<file path="src/design/bci_pkg.sv">
// Shared types, constants and field widths of the breakpoint curve interpolator.
package bci_pkg;

    // Field widths of the input and result words.
    localparam int CURVE_W = 4;
    localparam int BANK_W  = 2;
    localparam int SLOT_W  = 5;
    localparam int WORD_W  = 32;
    localparam int LEVEL_W = 7;

    // Default store geometry.
    localparam int DEF_NUM_BANKS       = 4;
    localparam int DEF_CURVES_PER_BANK = 12;
    localparam int DEF_NUM_POINTS      = 9;

    // Widest store address over the whole parameter range (16 x 16 x 32 words).
    localparam int ADDR_W_MAX = 13;

    // Largest result level.
    localparam logic [LEVEL_W-1:0] LEVEL_MAX = 7'h7F;

    // Word kinds.
    localparam logic KIND_WRITE  = 1'b0;
    localparam logic KIND_LOOKUP = 1'b1;

    // One classified word between the front and the back.
    typedef struct packed {
        logic                  is_lookup;
        logic                  in_range;
        logic [ADDR_W_MAX-1:0] addr;
        logic [WORD_W-1:0]     data;
    } entry_t;

endpackage

</file>
<file path="src/design/bci_if.sv">
// Handshake interfaces for the lookup/write words and the result words.
interface bci_in_if;
    logic                         valid;
    logic                         ready;
    logic                         kind;
    logic [bci_pkg::CURVE_W-1:0]  curve_select;
    logic [bci_pkg::BANK_W-1:0]   bank_select;
    logic [bci_pkg::SLOT_W-1:0]   point_slot;
    logic signed [bci_pkg::WORD_W-1:0] table_word;
    logic signed [bci_pkg::WORD_W-1:0] position;

    modport source (output valid, kind, curve_select, bank_select, point_slot,
                    table_word, position, input ready);
    modport sink (input valid, kind, curve_select, bank_select, point_slot,
                  table_word, position, output ready);
endinterface


</file>
<file path="src/design/bci_front.sv">
// Front end: accepts words, checks their range and forms the store address.
module bci_front #(
    parameter int NUM_BANKS       = bci_pkg::DEF_NUM_BANKS,
    parameter int CURVES_PER_BANK = bci_pkg::DEF_CURVES_PER_BANK,
    parameter int NUM_POINTS      = bci_pkg::DEF_NUM_POINTS
) (
    bci_in_if.sink          in_w,
    input  logic            q_full,
    output logic            push,
    output bci_pkg::entry_t push_entry
);
    import bci_pkg::*;

    localparam int CURVE_WORDS = 2 * NUM_POINTS;

    logic                  bank_ok;
    logic                  curve_ok;
    logic                  slot_ok;
    logic [ADDR_W_MAX-1:0] base;

    // Accept whenever the queue has room.
    assign in_w.ready = !q_full;
    assign push       = in_w.valid && !q_full;

    // Range checks and curve base address.
    always_comb
    begin
        bank_ok  = (32'(in_w.bank_select) < NUM_BANKS);
        curve_ok = (32'(in_w.curve_select) < CURVES_PER_BANK);
        slot_ok  = (32'(in_w.point_slot) < CURVE_WORDS);
        base     = ADDR_W_MAX'((32'(in_w.bank_select) * CURVES_PER_BANK
                               + 32'(in_w.curve_select)) * CURVE_WORDS);
        push_entry.is_lookup = (in_w.kind == KIND_LOOKUP);
        if (in_w.kind == KIND_LOOKUP)
        begin
            push_entry.in_range = bank_ok && curve_ok;
            push_entry.addr     = base;
            push_entry.data     = in_w.position;
        end
        else
        begin
            push_entry.in_range = bank_ok && curve_ok && slot_ok;
            push_entry.addr     = base + ADDR_W_MAX'(in_w.point_slot);
            push_entry.data     = in_w.table_word;
        end
    end

endmodule

</file>
<file path="src/flat_wrapper.sv">
// flat-port wrapper written by rule: the top's interface ports become plain ports
module bci_front_flat import bci_pkg::*;
#(
    parameter int NUM_BANKS       = bci_pkg::DEF_NUM_BANKS,
    parameter int CURVES_PER_BANK = bci_pkg::DEF_CURVES_PER_BANK,
    parameter int NUM_POINTS      = bci_pkg::DEF_NUM_POINTS
)
  (q_full, push, push_entry, in_w_valid, in_w_kind, in_w_curve_select, in_w_bank_select, in_w_point_slot, in_w_table_word, in_w_position, in_w_ready);
  bci_in_if in_w_i ();
  input  logic q_full;
  output logic push;
  output bci_pkg::entry_t push_entry;
  input wire logic [$bits(in_w_i.valid)-1:0] in_w_valid;
  input wire logic [$bits(in_w_i.kind)-1:0] in_w_kind;
  input wire logic [$bits(in_w_i.curve_select)-1:0] in_w_curve_select;
  input wire logic [$bits(in_w_i.bank_select)-1:0] in_w_bank_select;
  input wire logic [$bits(in_w_i.point_slot)-1:0] in_w_point_slot;
  input wire logic [$bits(in_w_i.table_word)-1:0] in_w_table_word;
  input wire logic [$bits(in_w_i.position)-1:0] in_w_position;
  output wire logic [$bits(in_w_i.ready)-1:0] in_w_ready;
  assign in_w_i.valid = in_w_valid;
  assign in_w_i.kind = in_w_kind;
  assign in_w_i.curve_select = in_w_curve_select;
  assign in_w_i.bank_select = in_w_bank_select;
  assign in_w_i.point_slot = in_w_point_slot;
  assign in_w_i.table_word = in_w_table_word;
  assign in_w_i.position = in_w_position;
  assign in_w_ready = in_w_i.ready;
  bci_front #(.NUM_BANKS(NUM_BANKS), .CURVES_PER_BANK(CURVES_PER_BANK), .NUM_POINTS(NUM_POINTS)) u_core (.in_w(in_w_i), .q_full(q_full), .push(push), .push_entry(push_entry));
endmodule
</file>
<file path="config.mk">
export PLATFORM = sky130hd
export DESIGN_NAME = bci_front_flat
export DESIGN_NICKNAME = d
export VERILOG_FILES = /design/src/design/bci_pkg.sv /design/src/design/bci_if.sv /design/src/design/bci_front.sv /design/src/flat_wrapper.sv
export SDC_FILE = /design/constraint.sdc
export NUM_CORES = 1
export LEC_CHECK = 0
export ABC_AREA = 1
export BUFFER_PORTS_ARGS = -buffer_cell sky130_fd_sc_hd__buf_2
export CAP_MARGIN = 10
export CORE_UTILIZATION = 41
export DETAILED_ROUTE_END_ITERATION = 8
export PLACE_DENSITY = 0.89
export SLEW_MARGIN = 20
export SYNTH_ARGS = -nofsm -noshare
export SYNTH_HDL_FRONTEND = slang
export SYNTH_SLANG_ARGS = --single-unit
</file>
<file path="constraint.sdc">
create_clock -name vclk -period 7.5
set_input_delay 1.125 -clock vclk [all_inputs]
set_output_delay 1.125 -clock vclk [all_outputs]
set_load 0.02 [all_outputs]
</file>
==> impl_metrics.json <==
{
  "outcome": "finished, violations left",
  "violations": "design-rule violations",
  "setup-tns-final_ns": 0,
  "dp_hpwl_mm": 3.36,
  "synth_warnings": 0,
  "dieArea_um2": 3310,
  "synth_top_area_share_pct": 42.8,
  "gp_routability_congestion": 0.878,
  "rows": 19,
  "worstPathMaxFanout": 3,
  "grt_max_degree": 43,
  "postCtsSetupBuffers": 0,
  "syn_nets": 348,
  "nets": 467,
  "place_inst": 399,
  "synth.distinct_cells": 25,
  "grt_antenna_before_repair": 0,
  "rsz0062_at_grt": "false",
  "cpMaxStageDelayCell": "fa_1",
  "ys_seq_area_share_pct": 0,
  "ant_nets": 0,
  "avgSynthCellArea_um2": 5.03,
  "post-route-util_pct": 66.7,
  "yosysTopAreaCell": "nand2_1",
  "drtIter0Drc": 32,
  "max_cap_violations": 0,
  "io_buffers": 126,
  "path_class": "primary input to primary output",
  "diodes": 0,
  "synth_commonest_cells": "nand2_1 (144), inv_1 (26), ha_1 (16)",
  "slew_headroom_pct": 54.7,
  "setup_violations": 0,
  "worstMarginPinSlew_ns": 0.679,
  "stdcell_count": 399,
  "track_usage_pct": 23.3,
  "routed_wl_mm": 3.86,
  "critical_path_arrival_ns": 4.13,
  "register_area_um2": 0,
  "final_layout_size_suffix_gt1_share_pct": 40.5,
  "hold_buffers": 0,
  "die_h_um": 57.5,
  "die_x_um": 57.5,
  "core-area_um2": 2830,
  "hold_viol_final": 0,
  "initial_core_util_pct": 44.6,
  "drv_slew": 0,
  "end_kind": "primary output",
  "syn-cell-area_um2": 1260,
  "yosys.cell_count.top_type": "nand2_1",
  "synthCells": 251,
  "fmax_mhz": 190,
  "vias_per_cell": 4.55,
  "avgRoutedWirePerCell_um": 9.68,
  "overflow": 0,
  "fill_cells": 293,
  "vias": 1816,
  "clkbuf_count": 0,
  "crit_start": "in_w_bank_select[0]",
  "p_leak_nw": 1.32,
  "vdd_drop_max_mv": 0.0481,
  "num_io_pins": 127,
  "power_per_cell_area_nw_per_um2": 108,
  "timing.final.crit_share_pct": 70.1,
  "drc": 2,
  "syn2layout_area_growth_pct": 49.5,
  "slowest_delay_ns": 0.54,
  "fin_crit_ns": 5.25,
  "drtPass1Iterations": 7,
  "synth_area_leaders": "nand2_1 (43%), ha_1 (16%), inv_1 (7.7%)",
  "seq_cell_count": 0,
  "required_ns": 6.38,
  "multi_input_area_um2": 1100,
  "grt_pass1_vias": 1641,
  "hold_path_startpoint": "q_full",
  "cp-start-kind": "primary input",
  "cp_cell_sequence": "buf_2, inv_1, ha_1, fa_1, xnor2_1, ha_1, ha_1, fa_1, nand2_1, nor3_2, nand2_2, nor2_2, nand2_1, nand2_1, nand2_1, buf_2",
  "path_common_cell": "nand2_1",
  "hold_class": "primary input to primary output",
  "grt_pass1_wl_mm": 6.40,
  "postCtsResizedCells": 0
}
==> stage by stage <==
stage               setup slack, ns  power (W)  hold WS, ns  instance area [um2]
floorplan                      2.58   0.000140         2.33                 1260
global placement               2.39   0.000201         2.50                 1890
detailed placement             2.25   0.000205         2.51                 1890
CTS                            2.24   0.000206         2.51                 1890
global route                   2.01   0.000230         2.52                 1890
finish                         2.25   0.000205         2.51                 1890
==> cells by family (layout without fill, tap and decap cells) <==
family / count (synthesis) / in the layout / synth area share [%]
xor gates and xnor gates: 3 / 3 / 2.08
buffers and inverters: 41 / 158 / 13.1
AOI/OAI and AO/OA: 11 / 11 / 5.25
and+or+nand+nor: 176 / 176 / 58.7
other: 1 / 1 / 0.297
adders and majority gates: 19 / 19 / 20.6
==> layout make-up <==
type,count,share of cell area [%]
timing repair buffer,126,33.4
inverter,32,6.37
multi-input combinational,210,58.2
tap,31,2.06
==> per-layer routing <==
metal  track usage, %  share of wire (%)  vias to the layer above
met3             1.36                4.9                        0
met2             48.7                 54                       63
met1             26.1                 41                      760
met5                0                  0                        -
met4             2.09                  0                        0
li1                 -                  -                      993
==> critical path: cells and delay by family <==
kind	cells	cell delay, ns
adders and majority gates	5	1.80
buffers and inverters	3	0.31
and+or+nand+nor	7	0.62
xor gates and xnor gates	1	0.26
==> layout by cell type (no fill, tap or decap), drive strengths merged, types with 2 or more instances in the layout <==
| cell | instances |
|---|---|
| nand2 | 152 |
| nand3 | 11 |
| a21oi | 4 |
| o21ai | 6 |
| xor2 | 2 |
| inv | 32 |
| buf | 126 |
| nor2 | 11 |
| ha | 16 |
| fa | 3 |
==> power by group <==
group	switching, W	total (W)	internal (W)
Clock	0	0	0
Sequential	0	0	0
Combinational	0.000129	0.000205	0.0000757
==> path summary, 6_finish.rpt <==
check / endpoint / slack, ns / cells after the start
setup / recovery: push_entry[42] / 2.25 / 16
hold / removal: in_w_ready / 2.51 / 3
No activity file was read; power rests on OpenSTA's default activity.
