[config.mk]
export PLATFORM = sky130hd
export DESIGN_NAME = bci_queue
export DESIGN_NICKNAME = d
export VERILOG_FILES = /design/src/design/bci_pkg.sv /design/src/design/bci_queue.sv
export SDC_FILE = /design/constraint.sdc
export NUM_CORES = 1
export LEC_CHECK = 0
export ABC_AREA = 1
export ABC_CLOCK_PERIOD_IN_PS = 2950
export BUFFER_PORTS_ARGS = -buffer_cell sky130_fd_sc_hd__buf_4
export CAP_MARGIN = 20
export CORE_MARGIN = 1.5
export CORE_UTILIZATION = 47
export CTS_CLUSTER_DIAMETER = 50
export CTS_CLUSTER_SIZE = 25
export DETAILED_ROUTE_END_ITERATION = 6
export GPL_TIMING_DRIVEN = 0
export PLACE_DENSITY = 0.79
export SYNTH_ARGS = -nofsm -noshare
export SYNTH_HDL_FRONTEND = slang
export SYNTH_SLANG_ARGS = --single-unit
[constraint.sdc]
create_clock -name clk -period 2.95 [get_ports clk]
set_input_delay 0.59 -clock clk [delete_from_list [all_inputs] [get_ports clk]]
set_output_delay 0.59 -clock clk [all_outputs]
set_load 0.05 [all_outputs]
[src/design/bci_pkg.sv]
// Shared types, constants and field widths of the breakpoint curve interpolator.
package bci_pkg;

    // Field widths of the input and result words.
    localparam int CURVE_W = 4;
    localparam int BANK_W  = 2;
    localparam int SLOT_W  = 5;
    localparam int WORD_W  = 32;
    localparam int LEVEL_W = 7;

    // Default store geometry.
    localparam int DEF_NUM_BANKS       = 4;
    localparam int DEF_CURVES_PER_BANK = 12;
    localparam int DEF_NUM_POINTS      = 9;

    // Widest store address over the whole parameter range (16 x 16 x 32 words).
    localparam int ADDR_W_MAX = 13;

    // Largest result level.
    localparam logic [LEVEL_W-1:0] LEVEL_MAX = 7'h7F;

    // Word kinds.
    localparam logic KIND_WRITE  = 1'b0;
    localparam logic KIND_LOOKUP = 1'b1;

    // One classified word between the front and the back.
    typedef struct packed {
        logic                  is_lookup;
        logic                  in_range;
        logic [ADDR_W_MAX-1:0] addr;
        logic [WORD_W-1:0]     data;
    } entry_t;

endpackage

[src/design/bci_queue.sv]
// Two-entry queue of classified words between the front and the back.
module bci_queue (
    input  logic            clk,
    input  logic            rst_n,
    input  logic            push,
    input  bci_pkg::entry_t push_entry,
    input  logic            pop,
    output logic            full,
    output logic            not_empty,
    output bci_pkg::entry_t head
);
    import bci_pkg::*;

    entry_t     slot_reg [2];
    logic       wr_ptr_reg, wr_ptr_next;
    logic       rd_ptr_reg, rd_ptr_next;
    logic [1:0] count_reg, count_next;

    assign full      = (count_reg == 2'd2);
    assign not_empty = (count_reg != 2'd0);
    assign head      = slot_reg[rd_ptr_reg];

    // Pointer and fill count update.
    always_comb
    begin
        wr_ptr_next = push ? !wr_ptr_reg : wr_ptr_reg;
        rd_ptr_next = pop ? !rd_ptr_reg : rd_ptr_reg;
        count_next  = count_reg + 2'(push) - 2'(pop);
    end

    always_ff @(posedge clk or negedge rst_n)
    begin
        if (!rst_n)
        begin
            wr_ptr_reg <= 1'b0;
            rd_ptr_reg <= 1'b0;
            count_reg  <= 2'd0;
        end
        else
        begin
            wr_ptr_reg <= wr_ptr_next;
            rd_ptr_reg <= rd_ptr_next;
            count_reg  <= count_next;
        end
    end

    // Payload storage.
    always_ff @(posedge clk)
    begin
        if (push)
        begin
            slot_reg[wr_ptr_reg] <= push_entry;
        end
    end

    a_no_pop_empty: assert property (@(posedge clk) disable iff (!rst_n)
        pop |-> not_empty) else $error("queue popped while empty");
    a_no_push_full: assert property (@(posedge clk) disable iff (!rst_n)
        push |-> !full) else $error("queue pushed while full");
    a_count_bound: assert property (@(posedge clk) disable iff (!rst_n)
        count_reg != 2'd3) else $error("queue count out of range");

endmodule

==> reports/metrics.cfg, run 1 <==
[outcome]
outcome=complete, no violations

[global_route]
antenna_found_initial=0
via_count_of_the_first_global_routing_pass=2301
grt_util_all_layers_pct=17.4
grt_overflow_total=0
maximum_number_of_pins_on_one_net_before_global_route_repair=33
grt_first_pass_wirelength_um=10800

[detailed_routing]
via_count=2281
post_drt_via_cell_ratio=4.68
drt_first_iter_violations=91
drt_drc_violations_left=0
ant_nets=0
drt_first_pass_iters=4
detail_route.wirelength_um=6790
route.detailed.wl_per_inst_um=14.0

[yosys]
post_synthesis_register_bit_count=98
synth_area_per_cell_um2=13.7
synth.yosys.warnings=0
netlist_instances=270
netlist-cell-type-count=12
synth.cell_area_mm2=0.00370
mappedNetlistNets=323
seq_area_frac_synth_pct=79.0

[placement]
hpwl_um=4620
placedInstanceArea_mm2=0.00462
placement.io_buffers=99
detailedPlace.worstSlack_ns=1.09
gpl.final_weighted_congestion=0.655
placedCellCount=473

[layout]
layoutNonFillerInstCount=487
layout_commonest_cell=buf_4
finalNetCount=436
flip_flop_count_of_the_largest_register_all_copies_and_words_added=94
sequential_cell_area_mm2=0.00292
finish.utilization_pct=62.7
nFillCells=581
layout-drive-gt1-share_pct=31.7
multiInputGateArea_um2=500
most-common-layout-cells=buf_4 (99), edfxtp_1 (94), nand2_1 (54)
antenna_cells=0
syn_to_final_growth_pct=30.3
fin_area_mm2=0.00482

[clocking]
clk_pin_slew_ns=0.09
tritoncts.num_buffers=9
clkSinkCount=98
clk-insertion-delay-late_ns=0.35
cts.root.buffer_cell=clkbuf_8
htreeDepth=3
cts_max_path_buffers=2
tritoncts=done

[sta]
final_hold_viol_count=0
setup_slack_ns=0.778
finalCritPeriodShare_pct=73.6
setup_repair_after_global_routing_missed_its_margin=false
layout_min_cycle_time_ns=2.17
worst_clk_skew_ns=0.00753
tightestPinTransition_ns=0.551
slew_viol_final=0
max_freq_mhz=460
slew_headroom_pct=63.2
setup_viol=0

[die]
die_width_um=91.7
start_util_pct=48.1
num_rows=32
die_height_um=91.7
core_area_mm2=0.00769
ioPinCount=100
die_area_mm2=0.00842

[worst_hold_path]
min_path_type=in -> reg

[worst_setup_path]
end_kind=primary output
timing.critical_path.buf_inv=2
timing.critical_path.from_type=register
critical_path_arrival_ns=1.58
series_of_cell_instances_along_the_critical_path=clkbuf_1 > o21ai_0 > buf_4
crit_path_top_delay_cell=dfrtp_1
critPathMaxFanout=10
rrSetupSlack_ns=1.44
crit_type=reg -> out
crit_path_max_incr_delay_ns=0.44
critPathTopFamily=buffers and inverters
worstPathRequired_ns=2.36

[run]
timing.max_cap.violations=0

[power_and_ir_drop]
power_per_standard_cell_area_mw_per_mm2=1130
vdd.ir_drop.worst_mv=0.652
reported_leakage_power_nw=2.07

-- cell usage after synthesis --
cell	number	share of area, %
o21ai_0	38	5.1
nand3_1	1	0.14
nor2_1	2	0.20
clkbuf_1	4	0.41
xor2_1	2	0.47
buf_6	6	1.8
ha_1	2	0.68
edfxtp_1	94	76
inv_1	54	5.5
o21ai_1	9	1.2
nand2_1	54	5.5
dfrtp_1	4	2.7
-- per-stage QoR --
| stage | TNS [ns] | hold slack (ns) | power (W) |
|---|---|---|---|
| 2_1_floorplan | 0 | 0.294 | 0.00380 |
| 3_3_place_gp | -4.56 | 0.389 | 0.00460 |
| 3_5_place_dp | 0 | 0.392 | 0.00467 |
| 4_1_cts | 0 | 0.00616 | 0.00552 |
| 5_1_grt | 0 | 0.383 | 0.00575 |
| 6_report | 0 | 0.415 | 0.00547 |
-- per-layer routing --
metal  share of wire (%)  track usage, %  vias to the layer above  wire length [µm]
met5                   0               0                        -                 0
met4                 1.0            6.41                        0                71
met3                 5.8            5.56                        8               396
met2                  53            30.0                       87              3600
met1                  40            20.5                     1063              2730
li1                    -               -                     1123                 -
-- report_power, final --
group          switching [W]  total [W]  internal, W
clock               0.000405   0.000866     0.000461
combinational        0.00193    0.00267     0.000742
sequential         0.0000829    0.00193      0.00185
-- cell type report --
type | instances | area share, %
inverters | 54 | 4.20
multi-input cells | 108 | 10.4
well taps | 102 | 2.65
repair buffers | 102 | 16.4
plain buffers | 10 | 1.71
clock buffers | 9 | 2.57
clock inverters | 4 | 1.45
flip-flops and latches | 98 | 60.6
-- worst paths after layout --
kind,start,endpoint,cells past startpoint
min reg2reg,wr_ptr_reg,wr_ptr_reg,1
max,rd_ptr_reg,head[14],3
min in group asynchronous,rst_n,rd_ptr_reg,2
max reg2reg,wr_ptr_reg,slot_reg[0][10],2
min,push_entry[19],slot_reg[1][19],1
max in group asynchronous,rst_n,wr_ptr_reg,2
-- cells by family after synthesis --
family / after synthesis / synth area share (%)
flip-flops: 98 / 79.0
buffers and inverters: 64 / 7.71
AND/OR/NAND/NOR: 57 / 5.81
AO/OA/AOI/OAI: 47 / 6.36
XOR/XNOR: 2 / 0.473
adder cells (fa/ha/maj): 2 / 0.676
-- what timing repair did --
item	4_1_cts	5_1_grt
resized for setup	0	0
endpoints found under the hold margin	0	4
buffers inserted	0	0
hold buffers	0	1
(Power assumes the default switching activity.)
==> inputs of run 2 (changes only) <==
--- a/config.mk
+++ b/config.mk
@@ -6,7 +6,7 @@
 export NUM_CORES = 1
 export LEC_CHECK = 0
 export ABC_AREA = 1
-export ABC_CLOCK_PERIOD_IN_PS = 2950
+export ABC_CLOCK_PERIOD_IN_PS = 1900
 export BUFFER_PORTS_ARGS = -buffer_cell sky130_fd_sc_hd__buf_4
 export CAP_MARGIN = 20
 export CORE_MARGIN = 1.5
==> constraint.sdc (replaced) <==
create_clock -name clk -period 1.9 [get_ports clk]
set_input_delay 0.38 -clock clk [delete_from_list [all_inputs] [get_ports clk]]
set_output_delay 0.38 -clock clk [all_outputs]
set_load 0.05 [all_outputs]
==> run 2 against run 1 <==
Effect of this change: largest power group unchanged; sequential power grew 56%; combinational power grew 75%; final cell count increased by 1.0%; hold slack worse by 0.20 ns.
==> reports/metrics.cfg, run 2 (synthesis results as in run 1) <==
[outcome]
outcome=complete, no violations

[sta]
finalCritPeriodShare_pct=98.0
max_freq_mhz=537
setup_repair_after_global_routing_missed_its_margin=true
slew_viol_final=0
layout_min_cycle_time_ns=1.86
worst_clk_skew_ns=0.00823
setup_viol=0
tightestPinTransition_ns=0.649
finalHoldWorstSlack_ns=0.211
final_hold_viol_count=0
timing.setup.tns_ns=0
slew_headroom_pct=56.6

[layout]
multiInputGateArea_um2=538
syn_to_final_growth_pct=36.3
flip_flop_count_of_the_largest_register_all_copies_and_words_added=94
antenna_cells=0
layout-drive-gt1-share_pct=35.6
most-common-layout-cells=edfxtp_1 (94), buf_4 (73), nand2_1 (54)
nFillCells=563
sequential_cell_area_mm2=0.00292
finalNetCount=438
layout_commonest_cell=edfxtp_1

[global_route]
grt_util_all_layers_pct=16.5
grtUsageMet2_pct=28.2
via_count_of_the_first_global_routing_pass=2277
grt.met3_usage_pct=4.06
grt_first_pass_wirelength_um=10500
grt_overflow_total=0
maximum_number_of_pins_on_one_net_before_global_route_repair=29
antenna_found_initial=0
groute.layer.met1.usage_pct=20.0
grt.busiest_layer=met2

[detailed_routing]
ant_nets=0
drt_first_iter_violations=137
via_count=2280
post_drt_via_cell_ratio=4.63
detail_route.wirelength_um=6790
route.detailed.wl_per_inst_um=13.8
drt_first_pass_iters=4
drt_drc_violations_left=0

[power_and_ir_drop]
p_int_w=0.00513
sw_frac_of_total_pct=43.4
reported_leakage_power_nw=2.16
power.share.combinational_pct=51.5
vdd.ir_drop.worst_mv=0.850
power_per_standard_cell_area_mw_per_mm2=1790
clock_power_share_pct=15.3
power_frac_seq_pct=33.2
total_switching_power_w=0.00393

[placement]
hpwl_um=4450
gpl.final_weighted_congestion=0.727
placement.io_buffers=99

[worst_setup_path]
series_of_cell_instances_along_the_critical_path=buf_2 > o21ai_0 > buf_4
timing.critical_path.buf_inv=2
critPathTopFamily=flip-flops
critPathMaxFanout=10
crit_path_max_incr_delay_ns=0.48
end_kind=primary output
crit_type=reg -> out
timing.critical_path.from_type=register
crit_path_top_delay_cell=dfrtp_2
critical_path_arrival_ns=1.48
worstPathRequired_ns=1.52

[clocking]
clkSinkCount=98
cts_max_path_buffers=2
cts.root.buffer_cell=clkbuf_8
tritoncts.num_buffers=9
clk_pin_slew_ns=0.09
htreeDepth=3
tritoncts=done
clk-insertion-delay-late_ns=0.34

[die]
core_area_mm2=0.00769
die_width_um=91.7
start_util_pct=48.1
ioPinCount=100
die_height_um=91.7
die_area_mm2=0.00842
num_rows=32

[run]
timing.max_cap.violations=0

[worst_hold_path]
min_path_type=in -> reg

run 2: cell types whose count changed in the layout (fill, tap and decap cells not counted), sizes merged:
| cell | change |
|---|---|
| buf | +4 |
| clkinv | +2 |
| clkbuf | -1 |
run 2: worst paths after layout:
path	end	slack, ns	startpoint	depth (start not counted)
min	rd_ptr_reg	0.21	pop	2
max	head[8]	0.04	rd_ptr_reg	3
min in group asynchronous	count_reg[0]	0.38	rst_n	2
max reg2reg	slot_reg[0][30]	0.32	wr_ptr_reg	2
max in group asynchronous	rd_ptr_reg	1.41	rst_n	2
min reg2reg	wr_ptr_reg	0.55	wr_ptr_reg	1
run 2: layout make-up:
type | instances | area share [%]
Clock buffer | 10 | 2.53
Buffer | 10 | 2.33
Sequential cell | 98 | 57.9
Timing Repair Buffer | 104 | 18.4
Multi-Input combinational cell | 108 | 10.7
Clock inverter | 6 | 1.61
Tap cell | 102 | 2.53
Inverter | 54 | 4.02
run 2: worst reg2reg max path: cells and delay by family, from the launching register on:
kind / cells / cell delay (ns)
simple gates: 1 / 0.54
buf+inv: 1 / 0.28
flops: 1 / 0.44
run 2: routing by layer:
layer  up-vias  wire (µm)
met5         -          0
met4         0         70
met2        75       3480
li1       1132          -
met3         7        355
met1      1066       2890
run 2: what timing repair did:
| action | CTS | global route |
|---|---|---|
| hold endpoints to repair | 4 | 0 |
| endpoints found under the setup margin | 47 | 47 |
| buffers inserted | 1 | 0 |
| resized for setup | 14 | 61 |
| cloned | 0 | 1 |
| hold buffers | 1 | 0 |
run 2: power groups by stage:
stage | Combinational (W) | Clock [W] | Sequential (W)
6_report | 0.00466 | 0.00139 | 0.00301
5_1_grt | 0.00494 | 0.00149 | 0.00304
4_1_cts | 0.00428 | 0.00142 | 0.00301
3_5_place_dp | 0.00418 | 0 | 0.00305
3_3_place_gp | 0.00409 | 0 | 0.00305
2_1_floorplan | 0.00289 | 0 | 0.00302
run 2: stage by stage:
| stage | power (W) | std cells | setup WS (ns) | instance area [µm²] | util, % |
|---|---|---|---|---|---|
| 2_1_floorplan | 0.00591 | 270 | -0.176 | 3710 | - |
| 3_3_place_gp | 0.00714 | 471 | -0.480 | 4580 | 59.6 |
| 3_5_place_dp | 0.00723 | 473 | 0.215 | 4620 | 60.1 |
| 4_1_cts | 0.00870 | 491 | -0.00170 | 4870 | 63.4 |
| 5_1_grt | 0.00947 | 492 | -0.0675 | 5050 | 65.6 |
| 6_report | 0.00906 | 492 | 0.0378 | 5050 | 65.6 |
